File: src/rsf_pkg.sv
// Shared types, constants and helpers of the RGB 3x3 smoothing filter.
package rsf_pkg;

	// Frame geometry and register widths.
	localparam int MaxWidth   = 1024;
	localparam int MaxHeight  = 4096;
	localparam int AddrW      = 10;
	localparam int ColW       = 10;
	localparam int RowW       = 12;
	localparam int WidthRegW  = 11;
	localparam int HeightRegW = 13;
	localparam int ModeW      = 2;
	localparam int CfgIdxW    = 2;
	localparam int CfgDataW   = 13;

	// Reset values of the configuration registers.
	localparam logic [WidthRegW-1:0]  WidthReset  = 11'd640;
	localparam logic [HeightRegW-1:0] HeightReset = 13'd480;

	// Register indexes; the last code names no register and is ignored.
	localparam logic [CfgIdxW-1:0] CFG_FRAME_WIDTH  = 2'd0;
	localparam logic [CfgIdxW-1:0] CFG_FRAME_HEIGHT = 2'd1;
	localparam logic [CfgIdxW-1:0] CFG_FILTER_MODE  = 2'd2;
	localparam logic [CfgIdxW-1:0] CFG_UNUSED       = 2'd3;

	// Filter modes; the unused code behaves as box mode.
	localparam logic [ModeW-1:0] MODE_BOX    = 2'd0;
	localparam logic [ModeW-1:0] MODE_GAUSS  = 2'd1;
	localparam logic [ModeW-1:0] MODE_MEDIAN = 2'd2;

	// Input pixel: blue in the low byte.
	typedef struct packed {
		logic [7:0] in_red;
		logic [7:0] in_green;
		logic [7:0] in_blue;
	} pixel_t;

	// Filtered result with its position.
	typedef struct packed {
		logic            last_of_run;
		logic [RowW-1:0] out_row;
		logic [ColW-1:0] out_col;
		logic [7:0]      out_red;
		logic [7:0]      out_green;
		logic [7:0]      out_blue;
	} result_t;

	// One line store entry: the pixel two rows up and the one a row up.
	typedef struct packed {
		logic [23:0] above;
		logic [23:0] current;
	} line_entry_t;

	// One filter job: a 3x3 neighborhood, its valid mask and its position.
	typedef struct packed {
		logic [8:0][23:0] px;
		logic [8:0]       vld;
		logic [ColW-1:0]  col;
		logic [RowW-1:0]  row;
		logic             last;
	} job_t;

	typedef enum logic [1:0] {
		F_IDLE,
		F_READ,
		F_EMIT
	} front_state_t;

	typedef enum logic [1:0] {
		B_IDLE,
		B_SUM,
		B_RUN,
		B_DONE
	} back_state_t;

	// Gaussian weight of a neighborhood position, numbered in raster order.
	function automatic logic [2:0] gauss_weight(input logic [3:0] idx);
		logic [2:0] w;
		unique case (idx)
			4'd4: w = 3'd4;
			4'd1, 4'd3, 4'd5, 4'd7: w = 3'd2;
			default: w = 3'd1;
		endcase
		return w;
	endfunction

endpackage

File: src/rsf_queue.sv
// Two-entry job queue between the window front end and the filter back end.
module rsf_queue (
	input  logic          clk,
	input  logic          arst_n,
	input  logic          push_valid,
	output logic          push_ready,
	input  rsf_pkg::job_t push_data,
	output logic          pop_valid,
	input  logic          pop_ready,
	output rsf_pkg::job_t pop_data
);

	rsf_pkg::job_t slot_q [2];
	logic       wr_ptr_q;
	logic       rd_ptr_q;
	logic [1:0] count_q;
	logic       do_push;
	logic       do_pop;

	assign push_ready = (count_q != 2'd2);
	assign pop_valid  = (count_q != 2'd0);
	assign pop_data   = slot_q[rd_ptr_q];
	assign do_push    = push_valid && push_ready;
	assign do_pop     = pop_valid && pop_ready;

	// Pointers and fill level.
	always_ff @(posedge clk or negedge arst_n) begin
		if (!arst_n) begin
			wr_ptr_q <= 1'b0;
			rd_ptr_q <= 1'b0;
			count_q  <= 2'd0;
		end else begin
			if (do_push) wr_ptr_q <= ~wr_ptr_q;
			if (do_pop) rd_ptr_q <= ~rd_ptr_q;
			if (do_push && !do_pop) count_q <= count_q + 2'd1;
			else if (!do_push && do_pop) count_q <= count_q - 2'd1;
		end
	end

	// Entry storage.
	always_ff @(posedge clk) begin
		if (do_push) slot_q[wr_ptr_q] <= push_data;
	end

endmodule

File: config.mk
export PLATFORM = sky130hd
export DESIGN_NAME = rsf_queue
export DESIGN_NICKNAME = d
export VERILOG_FILES = /design/src/rsf_pkg.sv /design/src/rsf_queue.sv
export SDC_FILE = /design/constraint.sdc
export NUM_CORES = 1
export LEC_CHECK = 0
export BUFFER_PORTS_ARGS = -buffer_cell sky130_fd_sc_hd__buf_2
export CORE_MARGIN = 2
export CORE_UTILIZATION = 53
export CTS_CLUSTER_DIAMETER = 60
export DETAILED_ROUTE_END_ITERATION = 6
export HOLD_SLACK_MARGIN = 0.06
export PLACE_DENSITY = 0.88
export SYNTH_ARGS = -nofsm -noshare
export SYNTH_HDL_FRONTEND = slang
export SYNTH_SLANG_ARGS = --single-unit
File: constraint.sdc
create_clock -name clk -period 16.93 [get_ports clk]
set_input_delay 0.8465 -clock clk [delete_from_list [all_inputs] [get_ports clk]]
set_output_delay 0.8465 -clock clk [all_outputs]
set_load 0.01 [all_outputs]
-- After elaboration in Yosys (flattened, before gate mapping)
Memories as Yosys holds them, arrays and structs flattened.
Index checks and enable logic that the tools add are counted.
- register bits: 4
- memory bits (writable): 496
- input port bits: 252
- output and inout bits: 250
- memories kept: 1
- memories (name ; depth ; bits a word ; rd ports ; clocked after Yosys merged registers in ; write ports ; RTL line ; RTL):
    slot_q ; 2 ; 248 ; 1 ; 0 ; 1 ; rsf_queue.sv:13 ; rsf_pkg::job_t slot_q [2];
- add/subtract/negate cells: 2
- equal/unequal tests: 1
- mux-type cells: 4
- bitwise logic cells: 2
- reduce and logical (&&, ||, !) cells: 8
- operator list (kind ; number):
    1-bit logical AND ; 4
    2-bit 2-to-1 mux ; 2
    2-bit nonzero test ; 2
    2-bit by 1-bit adder with 2-bit output, second input constant ; 1
    1-bit zero test ; 2
    1-bit 2-to-1 mux ; 2
    2-bit != test, second input constant ; 1
    1-bit inverter ; 2
    2-bit by 1-bit subtractor with 2-bit output, second input constant ; 1

-- Depth between registers and ports, before layout
Gate-level depths: netlist of run 1.
- depth in word-level cells: 6
- gate-level depth with buffers: 7

-- Worst setup path before layout of run 1
No wires, ideal clock.
- path kind: input port to flip-flop
- start: in push_valid
- end: mem slot_q[0][0] (netlist bit), enable pin
- data arrival time: 11.211 ns
- data required time: 16.069 ns
- slack: 4.858 ns
- cell stages on the path: 2
- buffers on the path: 0
- cell sequence: nand2_1 -> nor2_1
- longest elaborated chain between the ends: 3
- RTL lines (item ; RTL line ; RTL):
    start, declared ; rsf_queue.sv:5 ; input logic push_valid,
    1-bit logical AND ; rsf_queue.sv:23 ; assign do_push = push_valid && push_ready;
    1-bit 2-to-1 mux ; rsf_queue.sv:42 ; if (do_push) slot_q[wr_ptr_q] <= push_data;
    1-bit 2-to-1 mux (not written as such) ; rsf_queue.sv:42 ;
    end, declared ; rsf_queue.sv:13 ;
No other way between the ends.

==> run metrics, run 1 <==
outcome finished, final reports clean; layout cells sized above 1 60.5%; GR Util All Layers 20.5%; Longest Clk Path Bufs 3; Main synth FF type edfxtp_1; CTS buffer count 50; syn nets 1043; Yosys top cell by area edfxtp_1; Chip Width 193 um; Syn Inst Count 790; Final Power 4.15 mW; CTS tree built; share of the synthesized area in the top cell type 78.7%; Crit Path Category flip-flop to primary output; Starting Density 53.5%; slowest CP cell dfrtp_4; Cell Chain, Critical Path buf_4 -> mux2_2 -> buf_2; Post-Route WL 40100 um; asr flop ratio synth 0.800%; vias in the first global route 10100; met3 usage 6.62%; gr ovfl total 0; Hold Vio Cnt, Final 0; Max Fclk 243 MHz; Buf/Inv on CP 2; M2 GR Usage 36.5%; crit-path max cell delay 1.03 ns; TNS Setup 0 ns; final period utilization 24.3%; Critical Path RT 16.08 ns; Post-Syn Area per Cell 24.0 um2; most numerous cell in the Yosys netlist edfxtp_1; CP Launch Type flip-flop; Clock transition at path regs 0.06 ns; root buffer cell clkbuf_16; number of synthesized flops with an enable pin 496; layout overhead on the synthesized area 23.6%; DP Wirelength 27100 um; # hold bufs at CTS 1; leakage power figure 9.31 nW; max-slew violation count 0; Post-Syn Area 18900 um2; vias post-DR 9432; wire per inst 21.9 um; post-cts resize count 0; Hold Crit Start push_data[198]; clk_lat worst skew 0.57 ns; min Tclk post-route 4.11 ns; measured slew at the worst slew-check pin 1.16 ns; # DRC 0; Critical Path Fanout Max 67; Final setup viols 0; Max-Slew Margin vs Limit 22.8%; Power per Cell Area 177 nW/um2; CTS HTree Levels 2; register area share after synthesis 79.2%; GR met1 Demand/Resource 21.9%; busiest grt layer met2; first-pass GRT wire length 56100 um; I/O pins 502; top cells by area, synth edfxtp_1 (79%), mux2_4 (16%), mux2_2 (2.7%); largest net degree at the start of global routing 126; Die Ht 193 um; most instantiated cells after synthesis edfxtp_1 (496), mux2_4 (202), mux2_2 (46); Final ANT Viol Nets 0; # Post-CTS Setup Buffers 0; crit path from rd_ptr_q$_DFFE_PN0P_; Ys Warns 0; die area 37300 um2; delay-heaviest family, CP buffers and inverters; FP Rows 69; Critical Path Sink Type primary output; Max Cap Violations 0; RSZ-0062 raised after global routing false; Vias/cell 5.15; Buffers on Ports 501; clock sinks 500; Reg2Reg Launch Point count_q[0]$_DFFE_PN0P_; DRT Pass-1 Iters 4; layout net count 1578; Placer Congestion 0.765; peak supply drop 0.195 mV; Yosys reg bits 500; initial drt markers 417; synth unique cells 15; crit path DAT 3.27 ns; Core Area 35400 um2; Hold Path Class primary input to flip-flop; Layout Skew 0.0177 ns; initial antenna violation count 13
state kept, by name, indices dropped and copies added, names as in the netlist:
name      count
wr_ptr_q      1
rd_ptr_q      1
count_q       2
slot_q      496
final timing paths:
kind                                       endpoint  slack, ns  depth (start not counted)
max                                   pop_data[246]      12.82                          3
min                        slot_q[0][198]$_DFFE_PP_       0.46                          1
max reg2reg                slot_q[1][213]$_DFFE_PP_      13.41                          4
min reg2reg                  count_q[1]$_DFFE_PN0P_       0.51                          1
max in group asynchronous      rd_ptr_q$_DFFE_PN0P_      16.17                          2
min in group asynchronous    count_q[1]$_DFFE_PN0P_       0.62                          2
cell usage in the layout, fill, tap and decap left out, types with 2 or more instances in the layout:
master | netlist | routed
buf_2 | 3 | 501
edfxtp_1 | 496 | 496
mux2_4 | 202 | 202
clkbuf_16 | 0 | 53
mux2_2 | 46 | 46
clkbuf_1 | 0 | 15
clkinv_1 | 0 | 12
diode_2 | 0 | 10
buf_4 | 0 | 8
xnor2_1 | 3 | 3
clkinv_2 | 0 | 3
dfrtp_1 | 4 | 3
nand2_1 | 2 | 2
xor2_1 | 2 | 2
bufinv_16 | 0 | 2
metrics by stage:
step,instances,area (um2),hold WS [ns],setup slack (ns),utilization [%]
3_3_place_gp,1733,21800,0.470,13.12,61.6
6_report,1833,23400,0.464,12.82,66.1
2_1_floorplan,790,18900,0.456,4.86,-
4_1_cts,1823,23400,0.426,12.76,66.0
3_5_place_dp,1733,21800,0.487,13.03,61.6
5_1_grt,1832,23400,0.438,12.67,66.1
area by class of cell:
type                       count  area (um2)
inverter                       1        3.75
fill                        2274       12000
antenna                       10        25.0
tap                          461         577
clock inverter                21         161
multi-input combinational    261        3650
clock buffer                  68        1380
timing repair buffer         511        2600
sequential                   500       15000
layer usage:
layer / wire length [um] / up-vias
met5: 38 / -
met4: 1440 / 6
met3: 3480 / 95
met2: 21000 / 410
met1: 14100 / 4686
li1: - / 4235
worst reg2reg max path, cell delays in order (launching register included):
cell,delay (ns)
dfrtp_1,0.40
nand2b_1,0.20
and3_4,0.78
buf_4,0.74
buf_4,0.96
power breakdown:
group | total, mW | internal, mW | switching, mW
Combinational | 1.31 | 0.645 | 0.664
Sequential | 1.80 | 1.70 | 0.103
Clock | 1.04 | 0.601 | 0.436
Total | 4.15 | 2.94 | 1.20
kinds of logic (layout without fill, tap and decap cells):
family,Yosys count,after routing,share of synthesized area [%]
xor gates and xnor gates,5,5,0.231
adders and majority gates,1,1,0.0661
buffers and inverters,29,601,1.59
DFF,500,500,79.2
muxes,248,248,18.8
other,0,10,0
and+or+nand+nor,7,7,0.178
Note: power is estimated with default switching activity, not from simulation.
==> run 2, diff against run 1 <==
--- a/config.mk
+++ b/config.mk
@@ -5,13 +5,15 @@
 export SDC_FILE = /design/constraint.sdc
 export NUM_CORES = 1
 export LEC_CHECK = 0
+export ABC_AREA = 1
 export BUFFER_PORTS_ARGS = -buffer_cell sky130_fd_sc_hd__buf_2
+export CORE_ASPECT_RATIO = 1.4
 export CORE_MARGIN = 2
-export CORE_UTILIZATION = 53
+export CORE_UTILIZATION = 47
 export CTS_CLUSTER_DIAMETER = 60
 export DETAILED_ROUTE_END_ITERATION = 6
 export HOLD_SLACK_MARGIN = 0.06
-export PLACE_DENSITY = 0.88
+export PLACE_DENSITY = 0.84
 export SYNTH_ARGS = -nofsm -noshare
 export SYNTH_HDL_FRONTEND = slang
 export SYNTH_SLANG_ARGS = --single-unit
==> constraint.sdc (replaced) <==
create_clock -name clk -period 3.6 [get_ports clk]
set_input_delay 0.18 -clock clk [delete_from_list [all_inputs] [get_ports clk]]
set_output_delay 0.18 -clock clk [all_outputs]
set_load 0.01 [all_outputs]
==> run 2 against run 1 <==
Flip-flop and latch count unchanged. Clock skew increased by 0.0030 ns. Via count increased by 48%. Synthesized cell count increased by 68%. Utilization increased by 0.14 points. Sequential share of layout area decreased by 5.3 points. Global-route usage increased by 5.5 points. Register-to-register slack got worse by 12 ns. Combinational power increased to 5.1 times the previous value.
==> run metrics, run 2 <==
outcome finished, final reports clean; leakage power figure 10.9 nW; Hold Path Class primary input to flip-flop; Layout Skew 0.0207 ns; Hold Vio Cnt, Final 0; FP Rows 85; crit path from rd_ptr_q$_DFFE_PN0P_; Syn Inst Count 1324; top cells by area, synth edfxtp_1 (81%), nand2_1 (15%), buf_6 (1.4%); asr flop ratio synth 0.800%; Ys Warns 0; max reg flops 496; Most flops, register slot_q; gr ovfl total 0; CTS HTree Levels 2; Yosys reg bits 500; Crit Path Category flip-flop to primary output; Cell Count, Final, Fillers Out 2667; first-pass GRT wire length 79500 um; max-slew violation count 0; layout cells sized above 1 28.4%; CP most frequent cell nand2_1; measured slew at the worst slew-check pin 1.01 ns; Reg2Reg Launch Point count_q[0]$_DFFE_PN0P_; largest registers slot_q: 496 flops, count_q: 2 flops; largest net degree at the start of global routing 132; Max Fclk 345 MHz; number of synthesized flops with an enable pin 496; peak supply drop 0.663 mV; # Post-CTS Setup Buffers 0; Final setup viols 0; final period utilization 80.6%; Main synth FF type edfxtp_1; die area 40600 um2; vias in the first global route 14600; Buf/Inv on CP 3; Final WS setup 0.697 ns; Core Area 38500 um2; Clock transition at path regs 0.07 ns; Cell Area, Placed 21500 um2; Starting Density 47.6%; Post-Route WL 55500 um; root buffer cell clkbuf_16; Post-Syn Area 18300 um2; initial antenna violation count 9; Buffers on Ports 501; RSZ-0062 raised after global routing false; Max Cap Violations 0; # DRC 0; Chip Width 171 um; register area share after synthesis 81.8%; CTS tree built; slowest CP cell dfrtp_4; Cell Chain, Critical Path inv_8 -> buf_4 -> nand2_1 -> nand2_1 -> buf_2; Critical Path Fanout Max 125; CTS buffer count 45; I/O pins 502; crit-path max cell delay 0.71 ns; syn nets 1577; most numerous cell in the Yosys netlist nand2_1; wire per inst 20.8 um; post-cts resize count 0; layout overhead on the synthesized area 39.1%; layout net count 2354; Max-Slew Margin vs Limit 32.8%; share of the synthesized area in the top cell type 81.2%; CP Launch Type flip-flop; FILL cells 2408; Critical Path Sink Type primary output; clk_lat worst skew 0.55 ns; min Tclk post-route 2.90 ns; post-placement cell count 2324; delay-heaviest family, CP buffers and inverters; Die Ht 238 um; Placer Congestion 0.916; Critical Path RT 3.42 ns; DRT Pass-1 Iters 6; clock sinks 500; initial drt markers 1230; Post-Syn Area per Cell 13.9 um2; TNS Setup 0 ns; Longest Clk Path Bufs 3; fin area 25500 um2; Setup WS pre-CTS 1.34 ns; Hold Crit Start push_data[145]; crit path DAT 2.72 ns; DP Wirelength 30500 um; commonest non-fill, non-tap cell in the layout nand2_1; synth unique cells 16; most frequent cells in the layout nand2_1 (752), buf_2 (501), edfxtp_1 (496), dlygate4sd3_1 (252), clkbuf_16 (45); Vias/cell 5.23; most instantiated cells after synthesis nand2_1 (754), edfxtp_1 (496), buf_2 (25); Yosys top cell by area edfxtp_1; Power per Cell Area 784 nW/um2; vias post-DR 14000; GR Util All Layers 26.0%; Final ANT Viol Nets 0; Final Power 20.0 mW
[run 2: final timing paths]
check / end / slack [ns] / cells after the start
worst min register to register: count_q[0]$_DFFE_PN0P_ / 0.52 / 1
max in group asynchronous: rd_ptr_q$_DFFE_PN0P_ / 2.81 / 3
min in group asynchronous: count_q[0]$_DFFE_PN0P_ / 0.58 / 3
worst max-delay path: pop_data[74] / 0.70 / 5
worst min-delay path: slot_q[0][145]$_DFFE_PP_ / 0.36 / 2
worst max register to register: slot_q[0][193]$_DFFE_PP_ / 1.38 / 5
[run 2: power by group]
| part | total (mW) | switching, mW | internal (mW) | leakage [nW] |
|---|---|---|---|---|
| Combinational | 6.73 | 4.54 | 2.19 | 5.55 |
| Clock | 4.85 | 2.11 | 2.74 | 0.717 |
| Sequential | 8.42 | 0.477 | 7.95 | 4.66 |
[run 2: cell families (layout without fill, tap and decap cells)]
family,count (synthesis),in the layout,synth area share [%]
flip-flops,500,500,81.8
AND/OR/NAND/NOR,759,759,15.6
adder cells (fa/ha/maj),1,1,0.0682
buffers and inverters,62,872,2.52
XOR/XNOR,2,2,0.0955
other,0,11,0
[run 2: stage by stage]
stage / hold slack, ns / utilization (%)
2_1_floorplan: -0.116 / -
3_3_place_gp: 0.00273 / 55.8
3_5_place_dp: 0.00913 / 55.8
5_1_grt: 0.344 / 66.2
6_report: 0.360 / 66.2
4_1_cts: 0.332 / 66.2
[run 2: cell type report]
type                            count  area (um2)  share of cell area, %
Sequential cell                   500       15000                   58.8
Multi-Input combinational cell    762        2910                   11.4
Inverter                            7        33.8                  0.132
Antenna cell                       11        27.5                  0.108
Timing Repair Buffer              785        5410                   21.2
Tap cell                          522         653                   2.56
Clock inverter                     27         273                   1.07
Clock buffer                       53        1200                   4.69
[run 2: layer usage]
metal | part of all wire, % | GRT usage [%] | vias up
li1 | - | - | 6050
met1 | 32 | 26.6 | 6662
met2 | 53 | 46.9 | 979
met3 | 7.7 | 5.64 | 262
met4 | 7.3 | 17.8 | 0
met5 | 0 | 0 | -
[run 2: what timing repair did]
| item | in CTS | in global routing |
|---|---|---|
| endpoints found under the setup margin | 0 | 0 |
| hold buffers | 252 | 0 |
| hold endpoints to repair | 503 | 0 |
